==> src/hw/rtl/mnlp_pkg.sv <==
package mnlp_pkg;

    localparam int NUM_KEYS    = 128;
    localparam int STAMP_WIDTH = 32;
    localparam int COUNT_W     = 32;
    localparam int NOTE_W      = 7;
    localparam int KEY_AW      = (NUM_KEYS > 1) ? $clog2(NUM_KEYS) : 1;
    localparam int EXT_W       = (STAMP_WIDTH > COUNT_W) ? STAMP_WIDTH : COUNT_W;

    // command queue between parser and stamp table
    localparam int CQ_DEPTH = 2;
    localparam int CQ_AW    = (CQ_DEPTH > 1) ? $clog2(CQ_DEPTH) : 1;

    // byte codes
    localparam logic [7:0] BYTE_RT_FF  = 8'hFF;
    localparam logic [7:0] BYTE_RT_FE  = 8'hFE;
    localparam logic [7:0] STATUS_MASK = 8'hF0;
    localparam logic [7:0] STATUS_ON   = 8'h90;
    localparam logic [7:0] STATUS_OFF  = 8'h80;
    localparam logic [7:0] VEL_ZERO    = 8'h00;

    // parser modes
    localparam logic [1:0] MODE_IDLE = 2'd0;
    localparam logic [1:0] MODE_ON   = 2'd1;
    localparam logic [1:0] MODE_OFF  = 2'd2;

    typedef struct packed {
        logic                   wr;
        logic [KEY_AW-1:0]      key;
        logic [STAMP_WIDTH-1:0] stamp;
        logic [COUNT_W-1:0]     count;
        logic                   ev;
    } cmd_t;

    function automatic logic [STAMP_WIDTH-1:0] to_stamp(input logic [COUNT_W-1:0] cnt);
        logic [EXT_W-1:0] ext;
        ext = EXT_W'(cnt);
        return ext[STAMP_WIDTH-1:0];
    endfunction

endpackage

==> src/hw/rtl/mnlp_ram.sv <==
module mnlp_ram #(
    parameter int WIDTH = 32,
    parameter int DEPTH = 128
) (
    input  logic                                   clk,
    input  logic                                   we,
    input  logic [((DEPTH > 1) ? $clog2(DEPTH) : 1)-1:0] waddr,
    input  logic [WIDTH-1:0]                       wdata,
    input  logic                                   re,
    input  logic [((DEPTH > 1) ? $clog2(DEPTH) : 1)-1:0] raddr,
    output logic [WIDTH-1:0]                       rdata
);

    logic [WIDTH-1:0] mem [DEPTH];
    logic [WIDTH-1:0] rdata_reg;

    always_ff @(posedge clk)
    begin
        if (we)
        begin
            mem[waddr] <= wdata;
        end
        if (re)
        begin
            rdata_reg <= mem[raddr];
        end
    end

    assign rdata = rdata_reg;

endmodule

==> src/hw/rtl/mnlp_parser.sv <==
module mnlp_parser import mnlp_pkg::*; (
    input  logic       clk,
    input  logic       rst_n,
    input  logic       accept,
    input  logic [7:0] midi_byte,
    output cmd_t       cmd
);

    logic [1:0]         mode_reg, mode_next;
    logic [1:0]         bas_reg, bas_next;
    logic [NOTE_W-1:0]  note_reg, note_next;
    logic [COUNT_W-1:0] cnt_reg, cnt_next;
    logic               ev;
    logic               clear;
    logic               is_rt;

    assign is_rt = (midi_byte == BYTE_RT_FF) || (midi_byte == BYTE_RT_FE);

    always_comb
    begin
        mode_next = mode_reg;
        bas_next  = bas_reg;
        note_next = note_reg;
        cnt_next  = cnt_reg;
        ev        = 1'b0;
        clear     = 1'b0;
        if (accept && !is_rt)
        begin
            priority if (mode_reg == MODE_ON || mode_reg == MODE_OFF)
            begin
                bas_next = bas_reg + 2'd1;
                if (bas_next == 2'd1)
                begin
                    note_next = midi_byte[NOTE_W-1:0];
                end
                else
                begin
                    cnt_next  = cnt_reg + COUNT_W'(1);
                    ev        = 1'b1;
                    clear     = (mode_reg == MODE_OFF) || (midi_byte == VEL_ZERO);
                    mode_next = MODE_IDLE;
                    bas_next  = 2'd0;
                end
            end
            else if ((midi_byte & STATUS_MASK) == STATUS_ON)
            begin
                mode_next = MODE_ON;
                bas_next  = 2'd0;
            end
            else if ((midi_byte & STATUS_MASK) == STATUS_OFF)
            begin
                mode_next = MODE_OFF;
                bas_next  = 2'd0;
            end
        end
    end

    // every accepted byte yields one request, event or not
    always_comb
    begin
        cmd.ev    = ev;
        cmd.count = cnt_next;
        cmd.key   = note_reg[KEY_AW-1:0];
        cmd.wr    = ev && (32'(note_reg) < NUM_KEYS);
        cmd.stamp = clear ? '0 : to_stamp(cnt_next);
    end

    always_ff @(posedge clk or negedge rst_n)
    begin
        if (!rst_n)
        begin
            mode_reg <= MODE_IDLE;
            bas_reg  <= 2'd0;
            note_reg <= '0;
            cnt_reg  <= '0;
        end
        else
        begin
            mode_reg <= mode_next;
            bas_reg  <= bas_next;
            note_reg <= note_next;
            cnt_reg  <= cnt_next;
        end
    end

endmodule

==> src/hw/rtl/mnlp_cmd_fifo.sv <==
module mnlp_cmd_fifo import mnlp_pkg::*; (
    input  logic clk,
    input  logic rst_n,
    input  logic wr_en,
    input  cmd_t wr_data,
    output logic full,
    input  logic rd_en,
    output logic empty,
    output cmd_t rd_data
);

    cmd_t             slot_reg [CQ_DEPTH];
    logic [CQ_AW-1:0] wptr_reg, wptr_next;
    logic [CQ_AW-1:0] rptr_reg, rptr_next;
    logic [CQ_AW:0]   level_reg, level_next;
    logic             do_wr, do_rd;

    assign full    = (level_reg == (CQ_AW+1)'(CQ_DEPTH));
    assign empty   = (level_reg == '0);
    assign do_wr   = wr_en && !full;
    assign do_rd   = rd_en && !empty;
    assign rd_data = slot_reg[rptr_reg];

    always_comb
    begin
        wptr_next  = wptr_reg;
        rptr_next  = rptr_reg;
        level_next = level_reg;
        if (do_wr)
        begin
            wptr_next = (wptr_reg == CQ_AW'(CQ_DEPTH - 1)) ? '0 : wptr_reg + CQ_AW'(1);
        end
        if (do_rd)
        begin
            rptr_next = (rptr_reg == CQ_AW'(CQ_DEPTH - 1)) ? '0 : rptr_reg + CQ_AW'(1);
        end
        if (do_wr && !do_rd)
        begin
            level_next = level_reg + (CQ_AW+1)'(1);
        end
        else if (do_rd && !do_wr)
        begin
            level_next = level_reg - (CQ_AW+1)'(1);
        end
    end

    always_ff @(posedge clk)
    begin
        if (do_wr)
        begin
            slot_reg[wptr_reg] <= wr_data;
        end
    end

    always_ff @(posedge clk or negedge rst_n)
    begin
        if (!rst_n)
        begin
            wptr_reg  <= '0;
            rptr_reg  <= '0;
            level_reg <= '0;
        end
        else
        begin
            wptr_reg  <= wptr_next;
            rptr_reg  <= rptr_next;
            level_reg <= level_next;
        end
    end

endmodule

==> src/hw/rtl/mnlp_scan.sv <==
module mnlp_scan import mnlp_pkg::*; (
    input  logic               clk,
    input  logic               rst_n,
    input  logic               q_empty,
    input  cmd_t               q_head,
    output logic               q_pop,
    input  logic               pop,
    output logic               empty,
    output logic [6:0]         recent_key,
    output logic               key_held,
    output logic [COUNT_W-1:0] event_count,
    output logic               note_event
);

    localparam logic [1:0] ST_IDLE  = 2'd0;
    localparam logic [1:0] ST_SCAN  = 2'd1;
    localparam logic [1:0] ST_DRAIN = 2'd2;

    localparam logic [KEY_AW-1:0] LAST_KEY = KEY_AW'(NUM_KEYS - 1);

    logic [1:0]             state_reg, state_next;
    logic [KEY_AW-1:0]      idx_reg, idx_next;
    logic                   cmp_vld_reg, cmp_vld_next;
    logic [KEY_AW-1:0]      cmp_key_reg, cmp_key_next;
    logic                   vbit_rd_reg, vbit_rd_next;
    logic [STAMP_WIDTH-1:0] run_best_reg, run_best_next;
    logic [KEY_AW-1:0]      run_key_reg, run_key_next;
    logic [STAMP_WIDTH-1:0] best_val_reg, best_val_next;
    logic [KEY_AW-1:0]      best_key_reg, best_key_next;
    logic [COUNT_W-1:0]     cur_count_reg, cur_count_next;
    logic                   cur_ev_reg, cur_ev_next;
    logic [NUM_KEYS-1:0]    valid_reg, valid_next;

    logic                   out_valid_reg, out_valid_next;
    logic [6:0]             out_key_reg, out_key_next;
    logic                   out_held_reg, out_held_next;
    logic [COUNT_W-1:0]     out_count_reg, out_count_next;
    logic                   out_ev_reg, out_ev_next;

    logic                   start;
    logic                   ram_we;
    logic                   ram_re;
    logic [STAMP_WIDTH-1:0] ram_rdata;
    logic [STAMP_WIDTH-1:0] cand;
    logic                   better;

    assign start = (state_reg == ST_IDLE) && !q_empty && (!out_valid_reg || pop);
    assign q_pop = start;
    assign ram_we = start && q_head.wr;
    assign ram_re = (state_reg == ST_SCAN);

    mnlp_ram #(
        .WIDTH (STAMP_WIDTH),
        .DEPTH (NUM_KEYS)
    ) u_stamps (
        .clk   (clk),
        .we    (ram_we),
        .waddr (q_head.key),
        .wdata (q_head.stamp),
        .re    (ram_re),
        .raddr (idx_reg),
        .rdata (ram_rdata)
    );

    // never-written entries read as zero stamp
    assign cand   = vbit_rd_reg ? ram_rdata : '0;
    assign better = cmp_vld_reg && (cand > run_best_reg);

    always_comb
    begin
        state_next     = state_reg;
        idx_next       = idx_reg;
        cmp_vld_next   = 1'b0;
        cmp_key_next   = idx_reg;
        vbit_rd_next   = valid_reg[idx_reg];
        run_best_next  = better ? cand : run_best_reg;
        run_key_next   = better ? cmp_key_reg : run_key_reg;
        best_val_next  = best_val_reg;
        best_key_next  = best_key_reg;
        cur_count_next = cur_count_reg;
        cur_ev_next    = cur_ev_reg;
        valid_next     = valid_reg;
        out_valid_next = out_valid_reg && !pop;
        out_key_next   = out_key_reg;
        out_held_next  = out_held_reg;
        out_count_next = out_count_reg;
        out_ev_next    = out_ev_reg;

        unique case (state_reg)
            ST_IDLE:
            begin
                if (start)
                begin
                    cur_count_next = q_head.count;
                    cur_ev_next    = q_head.ev;
                    if (q_head.wr)
                    begin
                        valid_next[q_head.key] = 1'b1;
                        idx_next      = '0;
                        run_best_next = '0;
                        run_key_next  = '0;
                        state_next    = ST_SCAN;
                    end
                    else
                    begin
                        // table unchanged, previous winner stands
                        out_valid_next = 1'b1;
                        out_key_next   = 7'(best_key_reg);
                        out_held_next  = (best_val_reg != '0);
                        out_count_next = q_head.count;
                        out_ev_next    = q_head.ev;
                    end
                end
            end
            ST_SCAN:
            begin
                cmp_vld_next = 1'b1;
                if (idx_reg == LAST_KEY)
                begin
                    state_next = ST_DRAIN;
                end
                else
                begin
                    idx_next = idx_reg + KEY_AW'(1);
                end
            end
            ST_DRAIN:
            begin
                best_val_next  = run_best_next;
                best_key_next  = run_key_next;
                out_valid_next = 1'b1;
                out_key_next   = 7'(run_key_next);
                out_held_next  = (run_best_next != '0);
                out_count_next = cur_count_reg;
                out_ev_next    = cur_ev_reg;
                state_next     = ST_IDLE;
            end
            default:
            begin
                state_next = ST_IDLE;
            end
        endcase
    end

    always_ff @(posedge clk or negedge rst_n)
    begin
        if (!rst_n)
        begin
            state_reg     <= ST_IDLE;
            idx_reg       <= '0;
            cmp_vld_reg   <= 1'b0;
            best_val_reg  <= '0;
            best_key_reg  <= '0;
            valid_reg     <= '0;
            out_valid_reg <= 1'b0;
        end
        else
        begin
            state_reg     <= state_next;
            idx_reg       <= idx_next;
            cmp_vld_reg   <= cmp_vld_next;
            best_val_reg  <= best_val_next;
            best_key_reg  <= best_key_next;
            valid_reg     <= valid_next;
            out_valid_reg <= out_valid_next;
        end
    end

    always_ff @(posedge clk)
    begin
        cmp_key_reg   <= cmp_key_next;
        vbit_rd_reg   <= vbit_rd_next;
        run_best_reg  <= run_best_next;
        run_key_reg   <= run_key_next;
        cur_count_reg <= cur_count_next;
        cur_ev_reg    <= cur_ev_next;
        out_key_reg   <= out_key_next;
        out_held_reg  <= out_held_next;
        out_count_reg <= out_count_next;
        out_ev_reg    <= out_ev_next;
    end

    assign empty       = !out_valid_reg;
    assign recent_key  = out_key_reg;
    assign key_held    = out_held_reg;
    assign event_count = out_count_reg;
    assign note_event  = out_ev_reg;

endmodule

==> src/hw/rtl/midi_note_last_priority.sv <==
// MIDI note parser with last-note priority. Each raw byte pushed in gives exactly one result,
// in order: the held key with the newest stamp (lowest key on a tie, 0 when none), whether any
// key is held, the running event count and whether this byte completed a note event. The
// parser takes a byte every cycle while its two-entry request queue has room. A byte that does
// not change the stamp table goes straight to the result register; a byte that completes a note
// event costs a full scan there (one write, one read a cycle through the stamp RAM for every
// key, one final compare), and the back end takes no new request until the scan is done. The
// stamp RAM has a single read port, so the keys are read one at a time. The stamp table reads
// as all zero right after reset through per-key valid bits, so no clearing pass is needed.
module midi_note_last_priority import mnlp_pkg::*; (
    input  logic               clk,
    input  logic               rst_n,
    input  logic               push,
    output logic               full,
    input  logic [7:0]         midi_byte,
    output logic               empty,
    input  logic               pop,
    output logic [6:0]         recent_key,
    output logic               key_held,
    output logic [COUNT_W-1:0] event_count,
    output logic               note_event
);

    cmd_t parse_cmd;
    cmd_t q_head;
    logic accept;
    logic q_full;
    logic q_empty;
    logic q_pop;

    assign full   = q_full;
    assign accept = push && !q_full;

    mnlp_parser u_parser (
        .clk       (clk),
        .rst_n     (rst_n),
        .accept    (accept),
        .midi_byte (midi_byte),
        .cmd       (parse_cmd)
    );

    mnlp_cmd_fifo u_queue (
        .clk     (clk),
        .rst_n   (rst_n),
        .wr_en   (accept),
        .wr_data (parse_cmd),
        .full    (q_full),
        .rd_en   (q_pop),
        .empty   (q_empty),
        .rd_data (q_head)
    );

    mnlp_scan u_scan (
        .clk         (clk),
        .rst_n       (rst_n),
        .q_empty     (q_empty),
        .q_head      (q_head),
        .q_pop       (q_pop),
        .pop         (pop),
        .empty       (empty),
        .recent_key  (recent_key),
        .key_held    (key_held),
        .event_count (event_count),
        .note_event  (note_event)
    );

    // back end only takes a request that is there
    assert property (@(posedge clk) disable iff (!rst_n) q_pop |-> !q_empty)
        else $error("request taken from empty queue");

    // with nothing held the reported key is zero
    assert property (@(posedge clk) disable iff (!rst_n)
        (!empty && !key_held) |-> (recent_key == 7'd0))
        else $error("key reported while none held");

    // a request is only taken while the result slot is free or being drained
    assert property (@(posedge clk) disable iff (!rst_n)
        (q_pop && !empty) |-> pop)
        else $error("result overwritten");

endmodule

==> config.mk <==
export PLATFORM = sky130hd
export DESIGN_NAME = midi_note_last_priority
export DESIGN_NICKNAME = d
export VERILOG_FILES = /design/src/hw/rtl/mnlp_pkg.sv /design/src/hw/rtl/mnlp_ram.sv /design/src/hw/rtl/mnlp_parser.sv /design/src/hw/rtl/mnlp_cmd_fifo.sv /design/src/hw/rtl/mnlp_scan.sv /design/src/hw/rtl/midi_note_last_priority.sv
export SDC_FILE = /design/constraint.sdc
export NUM_CORES = 2
export LEC_CHECK = 0
export BUFFER_PORTS_ARGS = -buffer_cell sky130_fd_sc_hd__buf_2
export CAP_MARGIN = 10
export CORE_ASPECT_RATIO = 0.9
export CORE_UTILIZATION = 30
export DETAILED_ROUTE_END_ITERATION = 10
export PLACE_DENSITY = 0.48
export SYNTH_ARGS = -nofsm -noshare
export SYNTH_HDL_FRONTEND = slang
export SYNTH_MEMORY_MAX_BITS = 65536
export SYNTH_SLANG_ARGS = --single-unit
==> constraint.sdc <==
create_clock -name clk -period 3.9 [get_ports clk]
set_clock_uncertainty 0.05 [all_clocks]
set_input_delay 0.39 -clock clk [delete_from_list [all_inputs] [get_ports clk]]
set_output_delay 0.39 -clock clk [all_outputs]
set_load 0.01 [all_outputs]
## Yosys cells after proc, flatten, opt, wreduce, memory -nomap -nowiden

Memory sizes are Yosys's and may differ from the RTL's. A register that Yosys moved wholly into a read port is not among the register bits.
Index checks and enable logic that the tools add are counted.

- Register bits: 346
- Memory bits (writable): 4242
- Bits of input ports: 12
- Output and inout port bits: 43
- Memories: 2

- Add/sub/neg operators: 7
- $lt $le $gt $ge: 4
- Equality and inequality tests: 17
- Mux-type cells: 63
- Bitwise logic cells: 1
- Reductions and logical operators: 40

Memories:

| name | words | width | read ports | clocked after Yosys merged registers in | wr ports | RTL line | RTL |
|---|---|---|---|---|---|---|---|
| u_scan.u_stamps.mem | 128 | 32 | 1 | 1 | 1 | mnlp_ram.sv:14 | `logic [WIDTH-1:0] mem [DEPTH];` |
| u_queue.slot_reg | 2 | 73 | 1 | 0 | 1 | mnlp_cmd_fifo.sv:12 | `cmd_t slot_reg [CQ_DEPTH];` |

Operators by type and width:

| cell | number |
|---|---|
| $mux 32 | 11 |
| $or 128x128->128 | 1 |
| $pmux 32 s2 | 1 |
| $reduce_bool 32->1 | 2 |
| $mux 7 | 9 |
| $add 32x1->32 const B | 1 |
| $gt 32x32->1 | 1 |
| $pmux 7 s2 | 2 |
| $mux 2 | 13 |
| $mux 1 | 21 |
| $eq 8x8->1 const B | 2 |
| $lt 7x8->1 const B | 2 |
| $reduce_and 3->1 | 5 |
| $logic_and 1x1->1 | 12 |
| $ne 2x2->1 const B | 5 |
| $eq 4x4->1 const B | 2 |
| $logic_not 8->1 | 1 |
| $add 7x1->7 const B | 1 |
| $bmux 1 s7 | 1 |
| $demux 1 s7 | 1 |
| $eq 7x7->1 const B | 1 |
| $ge 7x1->1 const B | 1 |
| $logic_not 1->1 | 7 |
| $eq 2x1->1 const B | 3 |
| 13 further kinds | 26 |

## Longest topological paths before layout

- Depth in word-level cells: 8
- Gate-level depth with buffers: 11
- Gate-level depth less buffers: 8

## Hierarchy

A second synthesis with hierarchy kept.

- Cell total of the unflattened synthesis: 7525
- Area total of the unflattened synthesis: 177460.2 um^2

Modules (own cells, without submodules):

| module | times used | cells each | area each (um^2) | sequential area each (um^2) |
|---|---|---|---|---|
| mnlp_ram | 1 | 5990 | 156596.4 | 123958.9 |
| mnlp_scan | 1 | 1055 | 12789.8 | 7617.3 |
| mnlp_cmd_fifo | 1 | 246 | 5711.7 | 4484.3 |
| mnlp_parser | 1 | 233 | 2348.5 | 1076.0 |
| midi_note_last_priority | 1 | 1 | 13.8 | 0.0 |

## Least setup slack after synthesis

Ideal clock, no wire load.

- Kind: register -> register
- Start point: register u_queue.rptr_reg
- End point: register u_scan.out_count_reg[0], in the netlist u_scan.event_count[0] (enable)
- Setup time: 0.498 ns
- Data arrival time: 3.730 ns
- Required time: 3.352 ns
- Slack: -0.378 ns
- Stages on the path, launching flop included: 4
- Period minus slack after synthesis: 4.278 ns
- Cells stage by stage: dfrtp_1 > mux2i_1 > inv_1 > o21ai_0

- Word-level cells in the longest chain between the ends: 3

RTL lines:

| item | RTL line | RTL |
|---|---|---|
| from (decl) | mnlp_cmd_fifo.sv:14 | `logic [CQ_AW-1:0] rptr_reg, rptr_next;` |
| from (signal assigned) | mnlp_cmd_fifo.sv:66 | `rptr_reg <= rptr_next;` |
| $mem_v2 2x73 | - |  |
| $ne 2x2->1 (no line) | - |  |
| $reduce_and 3->1 (no line) | - |  |
| to (signal assigned) | mnlp_scan.sv:179 | `out_count_reg <= out_count_next;` |
| to (decl) | mnlp_scan.sv:37 | `logic [COUNT_W-1:0] out_count_reg, out_count_next;` |

Every way passes these cells.
A chain may end at the register's enable or synchronous reset.

==> flow_summary.toml <==
[placed_design]
globalplace.congestion = 0.844
placement.io_buffers = 54
hpwlAfterDp_mm = 292
post-place-ws_ns = -0.295
dp.cells = 15900

[timing]
fmax_mhz = 263
setup-tns-final_ns = 0
min_period_ns = 3.81
setup-violations-final = 0
setup_slack_ns = 0.0934
grt_setup_unrepaired = "true"
tightest_slew_ns = 1.25
slew_headroom = 0.168
hold_viol = 0
slew_viol_final = 0
fin_crit_sh = 0.976

[global_route]
grt_max_degree = 129
grt_usage = 0.167
grt_pass1_wl_mm = 707
overflow = 0
grt_pass1_vias = 88600
antenna_found_initial = 30

[power]
finalPower_uw = 154000
p_leak_uw = 0.0661
intPower_uw = 105000
p_per_area_mw_per_mm2 = 737
p_switching_uw = 48800
combinationalPowerShare = 0.302
sequentialPowerShare = 0.408
pwr-share-clk = 0.290
swShare = 0.317
peakVddDrop_mv = 0.615

[status]
status = "finished, final reports clean"

[critical_path]
path_buf_inv = 4
crit_cells = 8
r2r.worst_path.cells = 8
cp_cell_sequence = "buf_6 > buf_16 > buf_16 > buf_4 > mux4_2 > mux4_2 > o211ai_1 > o211ai_1"
critPathMaxStageDelay_ns = 0.81
timing.rr.end = "u_scan.u_stamps.rdata[28]$_DFFE_PP_"
cp_top_family = "multiplexers"
critPathKind = "reg2reg"
crit_path_end = "u_scan.u_stamps.rdata[28]$_DFFE_PP_"
crit_arrival_ns = 4.49
cp_max_fo = 19
end_kind = "register"
crit_start = "u_scan.cmp_key_next[0]$_DFFE_PN0P_"
ff2ff_setup_slack_ns = 0.09
crit_path_top_delay_cell = "o211ai_1"
r2r_start = "u_scan.cmp_key_next[0]$_DFFE_PN0P_"
crit_required_ns = 4.58
cp-start-kind = "register"

[floorplanning]
die_h_um = 731
die_w_um = 812
die-area_mm2 = 0.593
core_mm2 = 0.588
row_count = 267
initial_core_util = 0.301
io_pins = 55

[clock_network]
numCtsBuffers = 452
clkLatencyLatePin_ns = 1.03
clock_path_buffers = 4
cts_tree = "yes"
cts-htree-levels = 5
clkSinkCount = 4618
cts_root_buf = "clkbuf_16"
clk_pin_slew_ns = 0.06

[detailed_routing]
route.detailed.drc = 0
num_vias = 84900
detail-route-antenna-nets = 0
drtIter0Drc = 9267
post_drt_wl_per_cell_um = 30.2
vias_per_cell = 5.05
first_pass_iters = 6
routed_wl_mm = 507

[yosys]
syn-num-nets = 7978
yosysUniqueCellTypes = 61
ys_seq_area_frac = 0.774
synthCells = 7929
synth.top_cell.area_share = 0.737
ys_ff_latch = 4618
synth_ff_type = "edfxtp_1"
synth-async-reset-ratio = 0.0487
syn-cell-area_mm2 = 0.177
synth_largest_area_cell = "edfxtp_1"
synth-edff-count = 4346
ys_warn_count = 0
synth_area_per_cell_um2 = 22.3
synthTopCellsByArea = "edfxtp_1, mux4_2, dfrtp_1, mux2i_1, nor2_1"

[finish]
syn2layout_area_growth_pct = 17.9
nNetsFinal = 8652
final_layout_size_suffix_gt1_frac = 0.307
largest_register_ffs = 4096
multi_input_area_mm2 = 0.0392
most-common-layout-cells = "edfxtp_1, mux4_2, clkbuf_16"
fillers = 53600
regArea_mm2 = 0.137
final_common_cell = "edfxtp_1"
final_cells = 16800

[hold_path]
hold_start = "midi_byte[0]"
hold_path_class = "in2reg"

[job]
cap_violations = 0
## metrics by stage
stage	hold slack, ns	utilization	cell area, um2
after global placement	0.377	0.329	193000
after floorplan	0.0444	-	177000
after global routing	0.179	0.355	209000
after detailed placement	0.393	0.329	193000
final	0.235	0.355	209000
after CTS	0.130	0.355	209000
## cells in the mapped netlist (36+ instances only)
library cell	number
o22ai_1	133
mux2_2	74
dfxtp_1	47
nor4_1	68
mux2i_1	366
buf_2	106
nor2_1	284
inv_1	58
a21oi_1	57
or2_2	66
nor2b_1	36
nand2_1	63
mux4_2	1155
dfrtp_1	225
o211ai_1	67
buf_1	61
o21ai_0	47
clkbuf_1	215
o21bai_1	64
ha_1	37
edfxtp_1	4346
a31oi_1	42
nand3_1	61
## layout make-up
cell class,count,share of cell area
inverter,58,0.00104
sequential,4618,0.657
multi-input combinational,2820,0.188
timing repair buffer,653,0.0364
tap,7801,0.0468
clock buffer,570,0.0570
antenna,14,0.000168
clock inverter,266,0.0143
## layer usage
layer / up-vias / part of all wire / GRT usage
met5: - / 0.000099 / 0
met4: 8 / 0.024 / 0.0395
met3: 645 / 0.055 / 0.0236
met2: 2464 / 0.48 / 0.276
met1: 47000 / 0.44 / 0.236
li1: 34800 / - / -
## power by group through the flow
stage | registers, uW | logic, uW | clock network [uW]
after detailed placement | 63900 | 47100 | 0
final | 62800 | 46500 | 44600
after global placement | 63900 | 46300 | 0
after floorplan | 63400 | 27400 | 0
after global routing | 62900 | 49300 | 47400
after CTS | 62800 | 47500 | 45600
## worst min-delay path by stage
| stage | slack (ns) | depth (start not counted) | end |
|---|---|---|---|
| detailed placement | 0.39 | 1 | u_scan.valid_reg[95]$_DFFE_PN0P_ |
| global route | 0.18 | 3 | u_parser.note_reg[0]$_DFFE_PN0P_ |
| global placement | 0.38 | 1 | u_scan.valid_reg[95]$_DFFE_PN0P_ |
| finish | 0.24 | 3 | u_parser.note_reg[0]$_DFFE_PN0P_ |
| floorplan | 0.04 | 0 | u_parser.bas_reg[0]$_DFFE_PN0P_ |
| CTS | 0.13 | 3 | u_parser.note_reg[3]$_DFFE_PN0P_ |
## worst register-to-register path, cell delays in order, from the launching register on
cell and delay [ns]:
dfrtp_4 0.46, buf_6 0.12, buf_16 0.19, buf_16 0.26
buf_4 0.37, mux4_2 0.57, mux4_2 0.47, o211ai_1 0.81
o211ai_1 0.21
## what timing repair did
item	in CTS	in global routing
setup buffers	10	0
gates resized for setup	6	12
pin swaps	1	3
hold endpoints to repair	240	0
setup endpoints to repair	7	54
gates cloned	0	1
hold buffers	13	0
## logic make-up (layout without fill, tap and decap cells)
logic type / count (synthesis) / count (layout) / synth area share
and+or+nand+nor: 681 / 681 / 0.0191
xor gates and xnor gates: 37 / 37 / 0.00183
other: 0 / 14 / 0
buffers and inverters: 491 / 1547 / 0.0126
muxes: 1595 / 1595 / 0.172
DFF: 4618 / 4618 / 0.774
AOI/OAI and AO/OA: 470 / 470 / 0.0174
adders and majority gates: 37 / 37 / 0.00261
(Power assumes the default switching activity.)
